===== src/hdl/serial_line_command_parser_defines.svh =====
// assertion macros for the serial line command parser
`ifndef SERIAL_LINE_COMMAND_PARSER_DEFINES_SVH
`define SERIAL_LINE_COMMAND_PARSER_DEFINES_SVH

// same-cycle implication, checked out of reset
`define SLCP_ASSERT_NOW(label, ck, rn, ante, cons, msg) \
    label: assert property (@(posedge ck) disable iff (!rn) (ante) |-> (cons)) \
        else $error(msg);

// next-cycle implication, checked out of reset
`define SLCP_ASSERT_NEXT(label, ck, rn, ante, cons, msg) \
    label: assert property (@(posedge ck) disable iff (!rn) (ante) |=> (cons)) \
        else $error(msg);

`endif


===== src/hdl/slcp_pkg.sv =====
// shared types, character codes and keyword tables for the command parser
package slcp_pkg;

    localparam int LINE_LIMIT_DEF = 100;
    localparam int RATE_W         = 12;
    localparam logic [RATE_W-1:0] RATE_MIN_RST = 12'd200;
    localparam logic [RATE_W-1:0] RATE_MAX_RST = 12'd1300;
    localparam logic [RATE_W-1:0] RATE_SAT     = 12'd4095;

    // register indexes
    localparam logic CFG_RATE_MIN = 1'b0;
    localparam logic CFG_RATE_MAX = 1'b1;

    // character codes
    localparam logic [7:0] CH_NUL   = 8'h00;
    localparam logic [7:0] CH_TAB   = 8'h09;
    localparam logic [7:0] CH_LF    = 8'h0A;
    localparam logic [7:0] CH_VT    = 8'h0B;
    localparam logic [7:0] CH_FF    = 8'h0C;
    localparam logic [7:0] CH_CR    = 8'h0D;
    localparam logic [7:0] CH_SP    = 8'h20;
    localparam logic [7:0] CH_PLUS  = 8'h2B;
    localparam logic [7:0] CH_MINUS = 8'h2D;
    localparam logic [7:0] CH_ZERO  = 8'h30;
    localparam logic [7:0] CH_NINE  = 8'h39;
    localparam logic [7:0] CH_EQ    = 8'h3D;
    localparam logic [7:0] CH_QM    = 8'h3F;

    // keyword candidate bits
    localparam int CAND_RATE  = 0;
    localparam int CAND_STATE = 1;

    // value flag bits
    localparam int VF_STARTED = 0;
    localparam int VF_NEG     = 1;
    localparam int VF_BIG     = 2;
    localparam int VF_STOPPED = 3;

    typedef enum logic [1:0] {
        CMD_QUERY    = 2'd0,
        CMD_RATE     = 2'd1,
        CMD_PUMP_ON  = 2'd2,
        CMD_PUMP_OFF = 2'd3
    } cmd_t;

    typedef enum logic [2:0] {
        PH_BEFORE_KEY = 3'd0,
        PH_IN_KEY     = 3'd1,
        PH_BEFORE_VAL = 3'd2,
        PH_IN_VAL     = 3'd3,
        PH_VAL_DONE   = 3'd4,
        PH_IGNORE     = 3'd5
    } phase_t;

    // one parse result, handed from the parser core to the output register
    typedef struct packed {
        logic              hit;
        cmd_t              command;
        logic [RATE_W-1:0] rate;
    } res_t;

    // FLOWRATE, position 0..7
    function automatic logic [7:0] kw_rate_char(input logic [2:0] pos);
        logic [7:0] ch;
        case (pos)
            3'd0:    ch = 8'h46; // F
            3'd1:    ch = 8'h4C; // L
            3'd2:    ch = 8'h4F; // O
            3'd3:    ch = 8'h57; // W
            3'd4:    ch = 8'h52; // R
            3'd5:    ch = 8'h41; // A
            3'd6:    ch = 8'h54; // T
            default: ch = 8'h45; // E
        endcase
        return ch;
    endfunction

    // FLOWSTATE, position 0..8
    function automatic logic [7:0] kw_state_char(input logic [3:0] pos);
        logic [7:0] ch;
        case (pos)
            4'd0:    ch = 8'h46; // F
            4'd1:    ch = 8'h4C; // L
            4'd2:    ch = 8'h4F; // O
            4'd3:    ch = 8'h57; // W
            4'd4:    ch = 8'h53; // S
            4'd5:    ch = 8'h54; // T
            4'd6:    ch = 8'h41; // A
            4'd7:    ch = 8'h54; // T
            4'd8:    ch = 8'h45; // E
            default: ch = 8'h00;
        endcase
        return ch;
    endfunction

    // ON, position 0..1
    function automatic logic [7:0] kw_on_char(input logic pos);
        return pos ? 8'h4E : 8'h4F;
    endfunction

endpackage


===== src/hdl/slcp_core.sv =====
// parse state registers and the per-word update and line-end decision
module slcp_core #(
    parameter int LINE_LIMIT = slcp_pkg::LINE_LIMIT_DEF
) (
    input  logic                       clk,
    input  logic                       rst_n,
    input  logic                       step,
    input  logic [7:0]                 byte_in,
    input  logic [slcp_pkg::RATE_W-1:0] lo_limit,
    input  logic [slcp_pkg::RATE_W-1:0] hi_limit,
    output slcp_pkg::res_t             res
);
    import slcp_pkg::*;

    localparam int CNT_W = (LINE_LIMIT > 2) ? $clog2(LINE_LIMIT) : 1;
    localparam logic [CNT_W-1:0] CNT_LAST = CNT_W'(LINE_LIMIT - 1);

    logic [CNT_W-1:0]  count_reg, count_next;
    phase_t            phase_reg, phase_next;
    logic [3:0]        key_pos_reg, key_pos_next;
    logic [1:0]        cand_reg, cand_next;
    logic [1:0]        on_pos_reg, on_pos_next;
    logic [RATE_W-1:0] acc_reg, acc_next;
    logic [3:0]        flags_reg, flags_next;
    logic              question_reg, question_next;
    logic              ended_reg, ended_next;

    // key character match
    logic [3:0] key_pos_k;
    logic [1:0] cand_k;
    logic       rate_ok, state_ok;

    always_comb
    begin
        rate_ok  = (key_pos_reg < 4'd8) && (byte_in == kw_rate_char(key_pos_reg[2:0]));
        state_ok = (key_pos_reg < 4'd9) && (byte_in == kw_state_char(key_pos_reg));
        if (key_pos_reg == 4'hF)
        begin
            key_pos_k = key_pos_reg;
            cand_k    = 2'b00;
        end
        else
        begin
            key_pos_k = key_pos_reg + 4'd1;
            cand_k    = cand_reg & {state_ok, rate_ok};
        end
    end

    // key resolution at the end of the key token
    logic [1:0] cand_res;
    assign cand_res = cand_reg & {key_pos_reg == 4'd9, key_pos_reg == 4'd8};

    // value character: ON match and decimal accumulation
    logic [1:0]        on_pos_v;
    logic [RATE_W-1:0] acc_v;
    logic [3:0]        flags_v;
    logic [15:0]       acc_wide;

    always_comb
    begin
        if ((on_pos_reg < 2'd2) && (byte_in == kw_on_char(on_pos_reg[0])))
            on_pos_v = on_pos_reg + 2'd1;
        else
            on_pos_v = 2'd3;

        // times ten as two shifts, plus the digit
        acc_wide = {1'b0, acc_reg, 3'b000} + {3'b000, acc_reg, 1'b0} + {12'd0, byte_in[3:0]};
        acc_v    = acc_reg;
        flags_v  = flags_reg;
        if (!flags_reg[VF_STOPPED])
        begin
            if (byte_in inside {[CH_ZERO:CH_NINE]})
            begin
                flags_v[VF_STARTED] = 1'b1;
                if (acc_wide > 16'(RATE_SAT))
                begin
                    acc_v          = RATE_SAT;
                    flags_v[VF_BIG] = 1'b1;
                end
                else
                begin
                    acc_v = acc_wide[RATE_W-1:0];
                end
            end
            else if (!flags_reg[VF_STARTED] && (byte_in inside {CH_SP, CH_TAB, CH_VT, CH_FF}))
            begin
                flags_v = flags_reg;
            end
            else if (!flags_reg[VF_STARTED] && (byte_in inside {CH_PLUS, CH_MINUS}))
            begin
                flags_v[VF_STARTED] = 1'b1;
                if (byte_in == CH_MINUS)
                    flags_v[VF_NEG] = 1'b1;
            end
            else
            begin
                flags_v[VF_STOPPED] = 1'b1;
            end
        end
    end

    // line-end decision
    logic [1:0] cand_f;
    logic       live, rate_ok_f, has_value;
    res_t       res_eol;

    always_comb
    begin
        cand_f    = (phase_reg == PH_IN_KEY) ? cand_res : cand_reg;
        live      = (phase_reg != PH_BEFORE_KEY) && (phase_reg != PH_IGNORE) && (cand_f != 2'b00);
        has_value = (phase_reg == PH_IN_VAL) || (phase_reg == PH_VAL_DONE);
        rate_ok_f = !flags_reg[VF_BIG] && !(flags_reg[VF_NEG] && (acc_reg != '0))
                    && (acc_reg >= lo_limit) && (acc_reg <= hi_limit);
        res_eol   = '{hit: 1'b0, command: CMD_QUERY, rate: '0};
        if (question_reg)
        begin
            res_eol.hit = 1'b1;
        end
        else if (live && cand_f[CAND_RATE])
        begin
            if (rate_ok_f)
            begin
                res_eol.hit     = 1'b1;
                res_eol.command = CMD_RATE;
                res_eol.rate    = acc_reg;
            end
        end
        else if (live && has_value)
        begin
            res_eol.hit     = 1'b1;
            res_eol.command = (on_pos_reg == 2'd2) ? CMD_PUMP_ON : CMD_PUMP_OFF;
        end
    end

    // next parse state
    always_comb
    begin
        logic is_eol, do_key, do_resolve, do_val, clear_all;
        is_eol        = (byte_in == CH_CR) || (byte_in == CH_LF);
        do_key        = 1'b0;
        do_resolve    = 1'b0;
        do_val        = 1'b0;
        clear_all     = 1'b0;
        count_next    = count_reg;
        phase_next    = phase_reg;
        key_pos_next  = key_pos_reg;
        cand_next     = cand_reg;
        on_pos_next   = on_pos_reg;
        acc_next      = acc_reg;
        flags_next    = flags_reg;
        question_next = question_reg;
        ended_next    = ended_reg;
        res           = '{hit: 1'b0, command: CMD_QUERY, rate: '0};

        if (step)
        begin
            if (is_eol)
            begin
                res       = res_eol;
                clear_all = 1'b1;
            end
            else
            begin
                if (byte_in == CH_NUL)
                begin
                    ended_next = 1'b1;
                end
                else if (!ended_reg)
                begin
                    if (byte_in == CH_QM)
                        question_next = 1'b1;
                    case (phase_reg)
                        PH_BEFORE_KEY:
                        begin
                            if (byte_in != CH_EQ)
                            begin
                                phase_next = PH_IN_KEY;
                                do_key     = 1'b1;
                            end
                        end
                        PH_IN_KEY:
                        begin
                            if (byte_in == CH_EQ)
                                do_resolve = 1'b1;
                            else
                                do_key = 1'b1;
                        end
                        PH_BEFORE_VAL:
                        begin
                            if (byte_in != CH_EQ)
                            begin
                                phase_next = PH_IN_VAL;
                                do_val     = 1'b1;
                            end
                        end
                        PH_IN_VAL:
                        begin
                            if (byte_in == CH_EQ)
                                phase_next = PH_VAL_DONE;
                            else
                                do_val = 1'b1;
                        end
                        default:
                        begin
                            phase_next = phase_reg;
                        end
                    endcase
                    if (do_key)
                    begin
                        key_pos_next = key_pos_k;
                        cand_next    = cand_k;
                    end
                    if (do_resolve)
                    begin
                        cand_next  = cand_res;
                        phase_next = (cand_res != 2'b00) ? PH_BEFORE_VAL : PH_IGNORE;
                    end
                    if (do_val)
                    begin
                        on_pos_next = on_pos_v;
                        acc_next    = acc_v;
                        flags_next  = flags_v;
                    end
                end
                // long line restarts parsing
                if (count_reg == CNT_LAST)
                    clear_all = 1'b1;
                else
                    count_next = count_reg + 1'b1;
            end

            if (clear_all)
            begin
                count_next    = '0;
                phase_next    = PH_BEFORE_KEY;
                key_pos_next  = '0;
                cand_next     = 2'b11;
                on_pos_next   = '0;
                acc_next      = '0;
                flags_next    = '0;
                question_next = 1'b0;
                ended_next    = 1'b0;
            end
        end
    end

    // parse state registers
    always_ff @(posedge clk or negedge rst_n)
    begin
        if (!rst_n)
        begin
            count_reg    <= '0;
            phase_reg    <= PH_BEFORE_KEY;
            key_pos_reg  <= '0;
            cand_reg     <= 2'b11;
            on_pos_reg   <= '0;
            acc_reg      <= '0;
            flags_reg    <= '0;
            question_reg <= 1'b0;
            ended_reg    <= 1'b0;
        end
        else
        begin
            count_reg    <= count_next;
            phase_reg    <= phase_next;
            key_pos_reg  <= key_pos_next;
            cand_reg     <= cand_next;
            on_pos_reg   <= on_pos_next;
            acc_reg      <= acc_next;
            flags_reg    <= flags_next;
            question_reg <= question_next;
            ended_reg    <= ended_next;
        end
    end

endmodule


===== src/hdl/serial_line_command_parser.sv =====
// Serial line command parser: takes one received byte per word on the rx channel and gives a
// command word on the res channel at a CR or LF that ends a recognised line (flow query for a
// line holding '?', set rate for FLOWRATE=<n> within the low and high rate limits, pump on or
// off for FLOWSTATE=<token>). Each byte goes from an input register through the parse logic into
// the result register, so a byte is taken every cycle and a result is offered once the parse
// logic has taken the CR or LF; the only stall is a result waiting in the output register.
// Lines of LINE_LIMIT bytes without an end of line are dropped and parsing restarts.
module serial_line_command_parser #(
    parameter int LINE_LIMIT = slcp_pkg::LINE_LIMIT_DEF
) (
    input  logic                        clk,
    input  logic                        rst_n,
    input  logic                        rx_valid,
    output logic                        rx_ready,
    input  logic [7:0]                  rx_byte,
    output logic                        res_valid,
    input  logic                        res_ready,
    output logic [1:0]                  command,
    output logic [slcp_pkg::RATE_W-1:0] rate_value,
    input  logic                        cfg_write,
    input  logic                        cfg_index,
    input  logic [slcp_pkg::RATE_W-1:0] cfg_data
);
    import slcp_pkg::*;
    `include "serial_line_command_parser_defines.svh"

    logic              in_valid_reg;
    logic [7:0]        in_byte_reg;
    logic              out_valid_reg;
    cmd_t              out_cmd_reg;
    logic [RATE_W-1:0] out_rate_reg;
    logic [RATE_W-1:0] lo_limit_reg;
    logic [RATE_W-1:0] hi_limit_reg;
    logic              advance;
    res_t              res;

    // a byte moves on when the result register is free or being emptied
    assign advance  = in_valid_reg && (!out_valid_reg || res_ready);
    assign rx_ready = !in_valid_reg || advance;

    // configuration registers
    always_ff @(posedge clk or negedge rst_n)
    begin
        if (!rst_n)
        begin
            lo_limit_reg <= RATE_MIN_RST;
            hi_limit_reg <= RATE_MAX_RST;
        end
        else if (cfg_write)
        begin
            case (cfg_index)
                CFG_RATE_MIN: lo_limit_reg <= cfg_data;
                CFG_RATE_MAX: hi_limit_reg <= cfg_data;
                default:      lo_limit_reg <= lo_limit_reg;
            endcase
        end
    end

    // input register control
    always_ff @(posedge clk or negedge rst_n)
    begin
        if (!rst_n)
            in_valid_reg <= 1'b0;
        else if (rx_valid && rx_ready)
            in_valid_reg <= 1'b1;
        else if (advance)
            in_valid_reg <= 1'b0;
    end

    // input register payload
    always_ff @(posedge clk)
    begin
        if (rx_valid && rx_ready)
            in_byte_reg <= rx_byte;
    end

    // parse logic
    slcp_core #(
        .LINE_LIMIT (LINE_LIMIT)
    ) u_core (
        .clk      (clk),
        .rst_n    (rst_n),
        .step     (advance),
        .byte_in  (in_byte_reg),
        .lo_limit (lo_limit_reg),
        .hi_limit (hi_limit_reg),
        .res      (res)
    );

    // result register control
    always_ff @(posedge clk or negedge rst_n)
    begin
        if (!rst_n)
            out_valid_reg <= 1'b0;
        else if (advance && res.hit)
            out_valid_reg <= 1'b1;
        else if (res_ready)
            out_valid_reg <= 1'b0;
    end

    // result register payload
    always_ff @(posedge clk)
    begin
        if (advance && res.hit)
        begin
            out_cmd_reg  <= res.command;
            out_rate_reg <= res.rate;
        end
    end

    assign res_valid  = out_valid_reg;
    assign command    = out_cmd_reg;
    assign rate_value = out_rate_reg;

    // checks
    `SLCP_ASSERT_NOW(a_rate_only_for_set, clk, rst_n,
        res_valid && (command != CMD_RATE), rate_value == '0, "rate on a non-rate command")
    `SLCP_ASSERT_NOW(a_stall_only_when_full, clk, rst_n,
        !rx_ready, res_valid && !res_ready, "input stalled without a waiting result")
    `SLCP_ASSERT_NEXT(a_result_kept, clk, rst_n,
        res_valid && !res_ready, res_valid && $stable(rate_value), "waiting result lost")

endmodule

===== config.mk =====
export PLATFORM = sky130hd
export DESIGN_NAME = serial_line_command_parser
export DESIGN_NICKNAME = d
export VERILOG_FILES = /design/src/hdl/slcp_pkg.sv /design/src/hdl/slcp_core.sv /design/src/hdl/serial_line_command_parser.sv
export VERILOG_INCLUDE_DIRS = /design/src /design/src/hdl
export SDC_FILE = /design/constraint.sdc
export NUM_CORES = 1
export LEC_CHECK = 0
export BUFFER_PORTS_ARGS = -buffer_cell sky130_fd_sc_hd__clkbuf_2
export CAP_MARGIN = 20
export CORE_UTILIZATION = 60
export CTS_CLUSTER_DIAMETER = 60
export DETAILED_ROUTE_END_ITERATION = 10
export PLACE_DENSITY = 0.8
export RECOVER_POWER = 25
export SLEW_MARGIN = 0
export SYNTH_ARGS = -nofsm -noshare
export SYNTH_HDL_FRONTEND = slang
export SYNTH_HIERARCHICAL = 1
export SYNTH_SLANG_ARGS = --single-unit

===== constraint.sdc =====
create_clock -name clk -period 6.9 [get_ports clk]
set_input_delay 1.38 -clock clk [delete_from_list [all_inputs] [get_ports clk]]
set_output_delay 1.38 -clock clk [all_outputs]
set_load 0.05 [all_outputs]

==> flow_summary_export.csv <==
group,metric,value,unit
cts,htree_levels,3,
place,gp_congestion,0.923,
routing,met2RoutedLength,5.17,mm
cts,post_cts_hold_buffer_count,0,
cts,clk_latency,350,ps
final_layout,layout.core_utilization,67.9,%
grt,antenna_violations_before_repair,0,
timing,slew-limit-headroom,-122,%
final_layout,multiInputGateArea,0.00309,sq mm
timing,report.final.slew_viol_count,63,
critical_path,worst_ep_required_time,6600,ps
routing,final_antenna_net_count,0,
pwr,static-leakage-power,2.81,nW
logic_synthesis,basic_gate_share_of_the_synthesized_area_counting_and_or_nand_and_nor_cells,16.2,%
final_layout,syn_to_final_growth,8.15,%
floorplan,core-area,0.00885,sq mm
critical_path,worstPathMaxFanout,62,
logic_synthesis,yosys.area_share.xor_xnor,2.84,%
logic_synthesis,yosysTopAreaCell,"sky130_fd_sc_hd__dfrtp_1",
final_layout,layout.nets,652,
final_layout,fill_cells,707,
logic_synthesis,yosys_warnings,6,
critical_path,worst_r2r_startpoint,"in_byte_reg[3]",
hold_path,hold_path_class,"reg -> reg",
grt,overall_global_routing_resource_usage,25.1,%
grt,grt_pass1_vias,4031,
cts,clkSinkCount,84,
critical_path,critical_path_arrival,3840,ps
floorplan,initial_utilization,62.8,%
run_status,violations,"DRC, capacitance limit, slew limit",
routing,wl_met1,5.49,mm
final_layout,diodes,0,
timing,min_period,4140,ps
final_layout,regArea,0.00222,sq mm
logic_synthesis,synth.top_cell.area_share,23.9,%
timing,pin_slew_with_the_least_headroom_to_its_limit,3330,ps
logic_synthesis,yosys-top-cells-area,"sky130_fd_sc_hd__dfrtp_1 (24%), sky130_fd_sc_hd__ha_1 (12%), sky130_fd_sc_hd__edfxtp_1 (12%)",
hold_path,hold_path_startpoint,"lo_limit_reg[1]",
run_status,outcome,"finished with violations",
logic_synthesis,synth_ff_type,"sky130_fd_sc_hd__dfrtp_1",
critical_path,critical-path-top-delay-family,"buffers and inverters",
timing,rsz0062_at_grt,"false",
logic_synthesis,synthesis.area,0.00556,sq mm
critical_path,crit_path_cell_trace,"clkbuf_2 > clkbuf_1",
critical_path,crit_path_max_incr_delay,2330,ps
routing,drt_iter0_markers,265,
grt,grt_max_degree,63,
logic_synthesis,synth_compound_gate_area_share,17.8,%
timing,final_min_period_over_clock_period,60.0,%
logic_synthesis,post_synthesis_cell_count,534,
pwr,finalPower,1.32,mW
routing,vias,4198,
logic_synthesis,avgSynthCellArea,10.4,sq um
cts,cts_repair_resize_count,0,
timing,final-setup-viol-count,0,
timing,hold_violations,0,
critical_path,cp_capture_type,"asynchronous set/reset pin",
routing,wl_met3,686,um
place,place_hpwl,8.50,mm
floorplan,floorplan.die.height,98.2,um
logic_synthesis,mappedNetlistNets,615,
cts,postCtsSetupRepairBufs,0,
timing,fin_skew,12.3,ps
logic_synthesis,largest_family_of_logic_cells_by_synthesized_area,"compound AO/OA/AOI/OAI gates",
floorplan,die_w,98.2,um
critical_path,worstSetupStartpoint,"rst_n",
logic_synthesis,async_flop_share,73.8,%
place,io_buffers,41,
routing,drc_errors,4,
logic_synthesis,synth-edff-count,22,
critical_path,crit_path_top_delay_cell,"sky130_fd_sc_hd__clkbuf_1",
timing,setup_total_negative_slack,0,ps
cts,clock_path_buffers,2,
routing,vias_per_cell,6.14,
floorplan,core.rowCount,34,
floorplan,floorplan.io_pins,42,
final_layout,drive_above_1_share,18.8,%
logic_synthesis,yosys.area_share.adder,12.7,%
routing,drt_pre_antenna_iters,10,
routing,route.top_layer_used,"met4",
logic_synthesis,synth.area.mux_share,6.33,%
floorplan,die_area,0.00965,sq mm
cts,clock_tree_from_tritoncts,"built",
grt,grt_first_pass_wirelength,19.4,mm
cts,root_buffer,"sky130_fd_sc_hd__clkbuf_8",
critical_path,timing.setup.critical_path_class,"in -> async",
logic_synthesis,ys_ff_latch,84,
critical_path,worstSetupStartpointType,"input pin",
routing,postRouteWirelength,11.4,mm
timing,fmax,0.241,GHz
pwr,power.density,220,mW/mm^2
pwr,ir_worst_vdd,155,uV
cts,tritoncts.num_buffers,9,
grt,grt.overflow.total,0,
logic_synthesis,synthDistinctLibCells,77,
cts,clkTransAtPathRegs,80,ps
flow_run,cap_viol_max_count,1,
routing,avgRoutedWirePerCell,16.7,um
logic_synthesis,yosysSeqAreaShare,40.0,%
critical_path,path_buf_inv,2,
==> synthesized netlist by cell type, types with 3 or more instances <==
cell and number:
sky130_fd_sc_hd__a21oi_1 23, sky130_fd_sc_hd__a211oi_1 11, sky130_fd_sc_hd__nand3_1 8, sky130_fd_sc_hd__o31ai_1 4
sky130_fd_sc_hd__dfstp_2 9, sky130_fd_sc_hd__buf_1 3, sky130_fd_sc_hd__mux2_2 16, sky130_fd_sc_hd__ha_1 53
sky130_fd_sc_hd__nand2b_1 8, sky130_fd_sc_hd__edfxtp_1 22, sky130_fd_sc_hd__nand4_1 8, sky130_fd_sc_hd__dfrtp_1 53
sky130_fd_sc_hd__nor3_1 13, sky130_fd_sc_hd__nor4_1 7, sky130_fd_sc_hd__a22o_1 13, sky130_fd_sc_hd__inv_1 35
sky130_fd_sc_hd__o21ai_0 6, sky130_fd_sc_hd__mux2_4 10, sky130_fd_sc_hd__nor2b_1 7, sky130_fd_sc_hd__a31oi_1 3
sky130_fd_sc_hd__o21ai_1 5, sky130_fd_sc_hd__a22oi_1 3, sky130_fd_sc_hd__o311a_1 3, sky130_fd_sc_hd__xor2_1 7
sky130_fd_sc_hd__xnor2_1 11, sky130_fd_sc_hd__a21o_1 12, sky130_fd_sc_hd__and2_1 15, sky130_fd_sc_hd__o211ai_1 6
sky130_fd_sc_hd__o21a_1 12, sky130_fd_sc_hd__or3_1 4, sky130_fd_sc_hd__nand2_1 37, sky130_fd_sc_hd__buf_6 4
sky130_fd_sc_hd__clkbuf_1 8, sky130_fd_sc_hd__nor2_1 42
==> layout by cell type (no fill, tap or decap), drive strengths merged, types with 3 or more instances in the layout <==
cell type  instances
a31oi              3
nand2b             9
o41ai              3
ha                53
dfrtp             53
o211ai             6
a211oi            13
nand2             39
o21a              12
xor2               7
nand3              8
nor2b              7
and2              15
dfstp              9
a21oi             23
a22o              13
a22oi              3
or3                4
a21o              12
o31ai              4
mux2              27
nor3              13
nand3b             3
xnor2             11
o21ai             12
clkbuf            53
nor2              43
nand4              9
inv               35
edfxtp            22
clkinv             3
nor4               8
o311a              3
==> path summary, 6_finish.rpt <==
path / end / slack [ps] / cells past startpoint
setup / recovery: hi_limit_reg[6] / 2760 / 2
hold / removal: lo_limit_reg[1] / 510 / 1
setup reg to reg: u_core/acc_reg[11] / 3130 / 9
hold reg to reg: lo_limit_reg[1] / 510 / 1
max in group clk: u_core/acc_reg[11] / 3130 / 9
min in group asynchronous: u_core/acc_reg[9] / 2250 / 2
==> cell families after synthesis <==
| logic type | after synthesis |
|---|---|
| DFF | 84 |
| buffers and inverters | 52 |
| AOI/OAI and AO/OA | 129 |
| xor gates and xnor gates | 18 |
| and+or+nand+nor | 168 |
| adders and majority gates | 55 |
| muxes | 28 |
==> stage by stage <==
stage	hold slack, ps	worst slack, ps	std cells	cell area (sq um)
after floorplan	464	3540	534	5560
after global placement	489	3240	668	5810
after detailed placement	495	3160	668	5810
after CTS	515	3110	684	6020
after global routing	527	1920	684	6010
final	510	2760	684	6010
==> power by group <==
part           switching (mW)  internal (mW)  total (mW)
sequential             0.0861          0.572       0.658
clock                   0.180          0.188       0.368
combinational           0.153          0.145       0.298
total                   0.420          0.905        1.32
==> final cells by class <==
class / instances / area share [%]
multi-input combinational: 398 / 51.5
tap: 108 / 2.25
sequential: 84 / 37.0
timing repair buffer: 43 / 3.58
clock inverter: 5 / 0.999
inverter: 35 / 2.19
clock buffer: 11 / 2.52
==> per-layer routing <==
metal  up-vias  global-route usage [%]
met5         -                       0
met4         0                    4.82
met3         8                    4.29
met2       147                    40.0
met1      2000                    36.3
li1       2043                       -
Power figures use the tool's default switching activity.
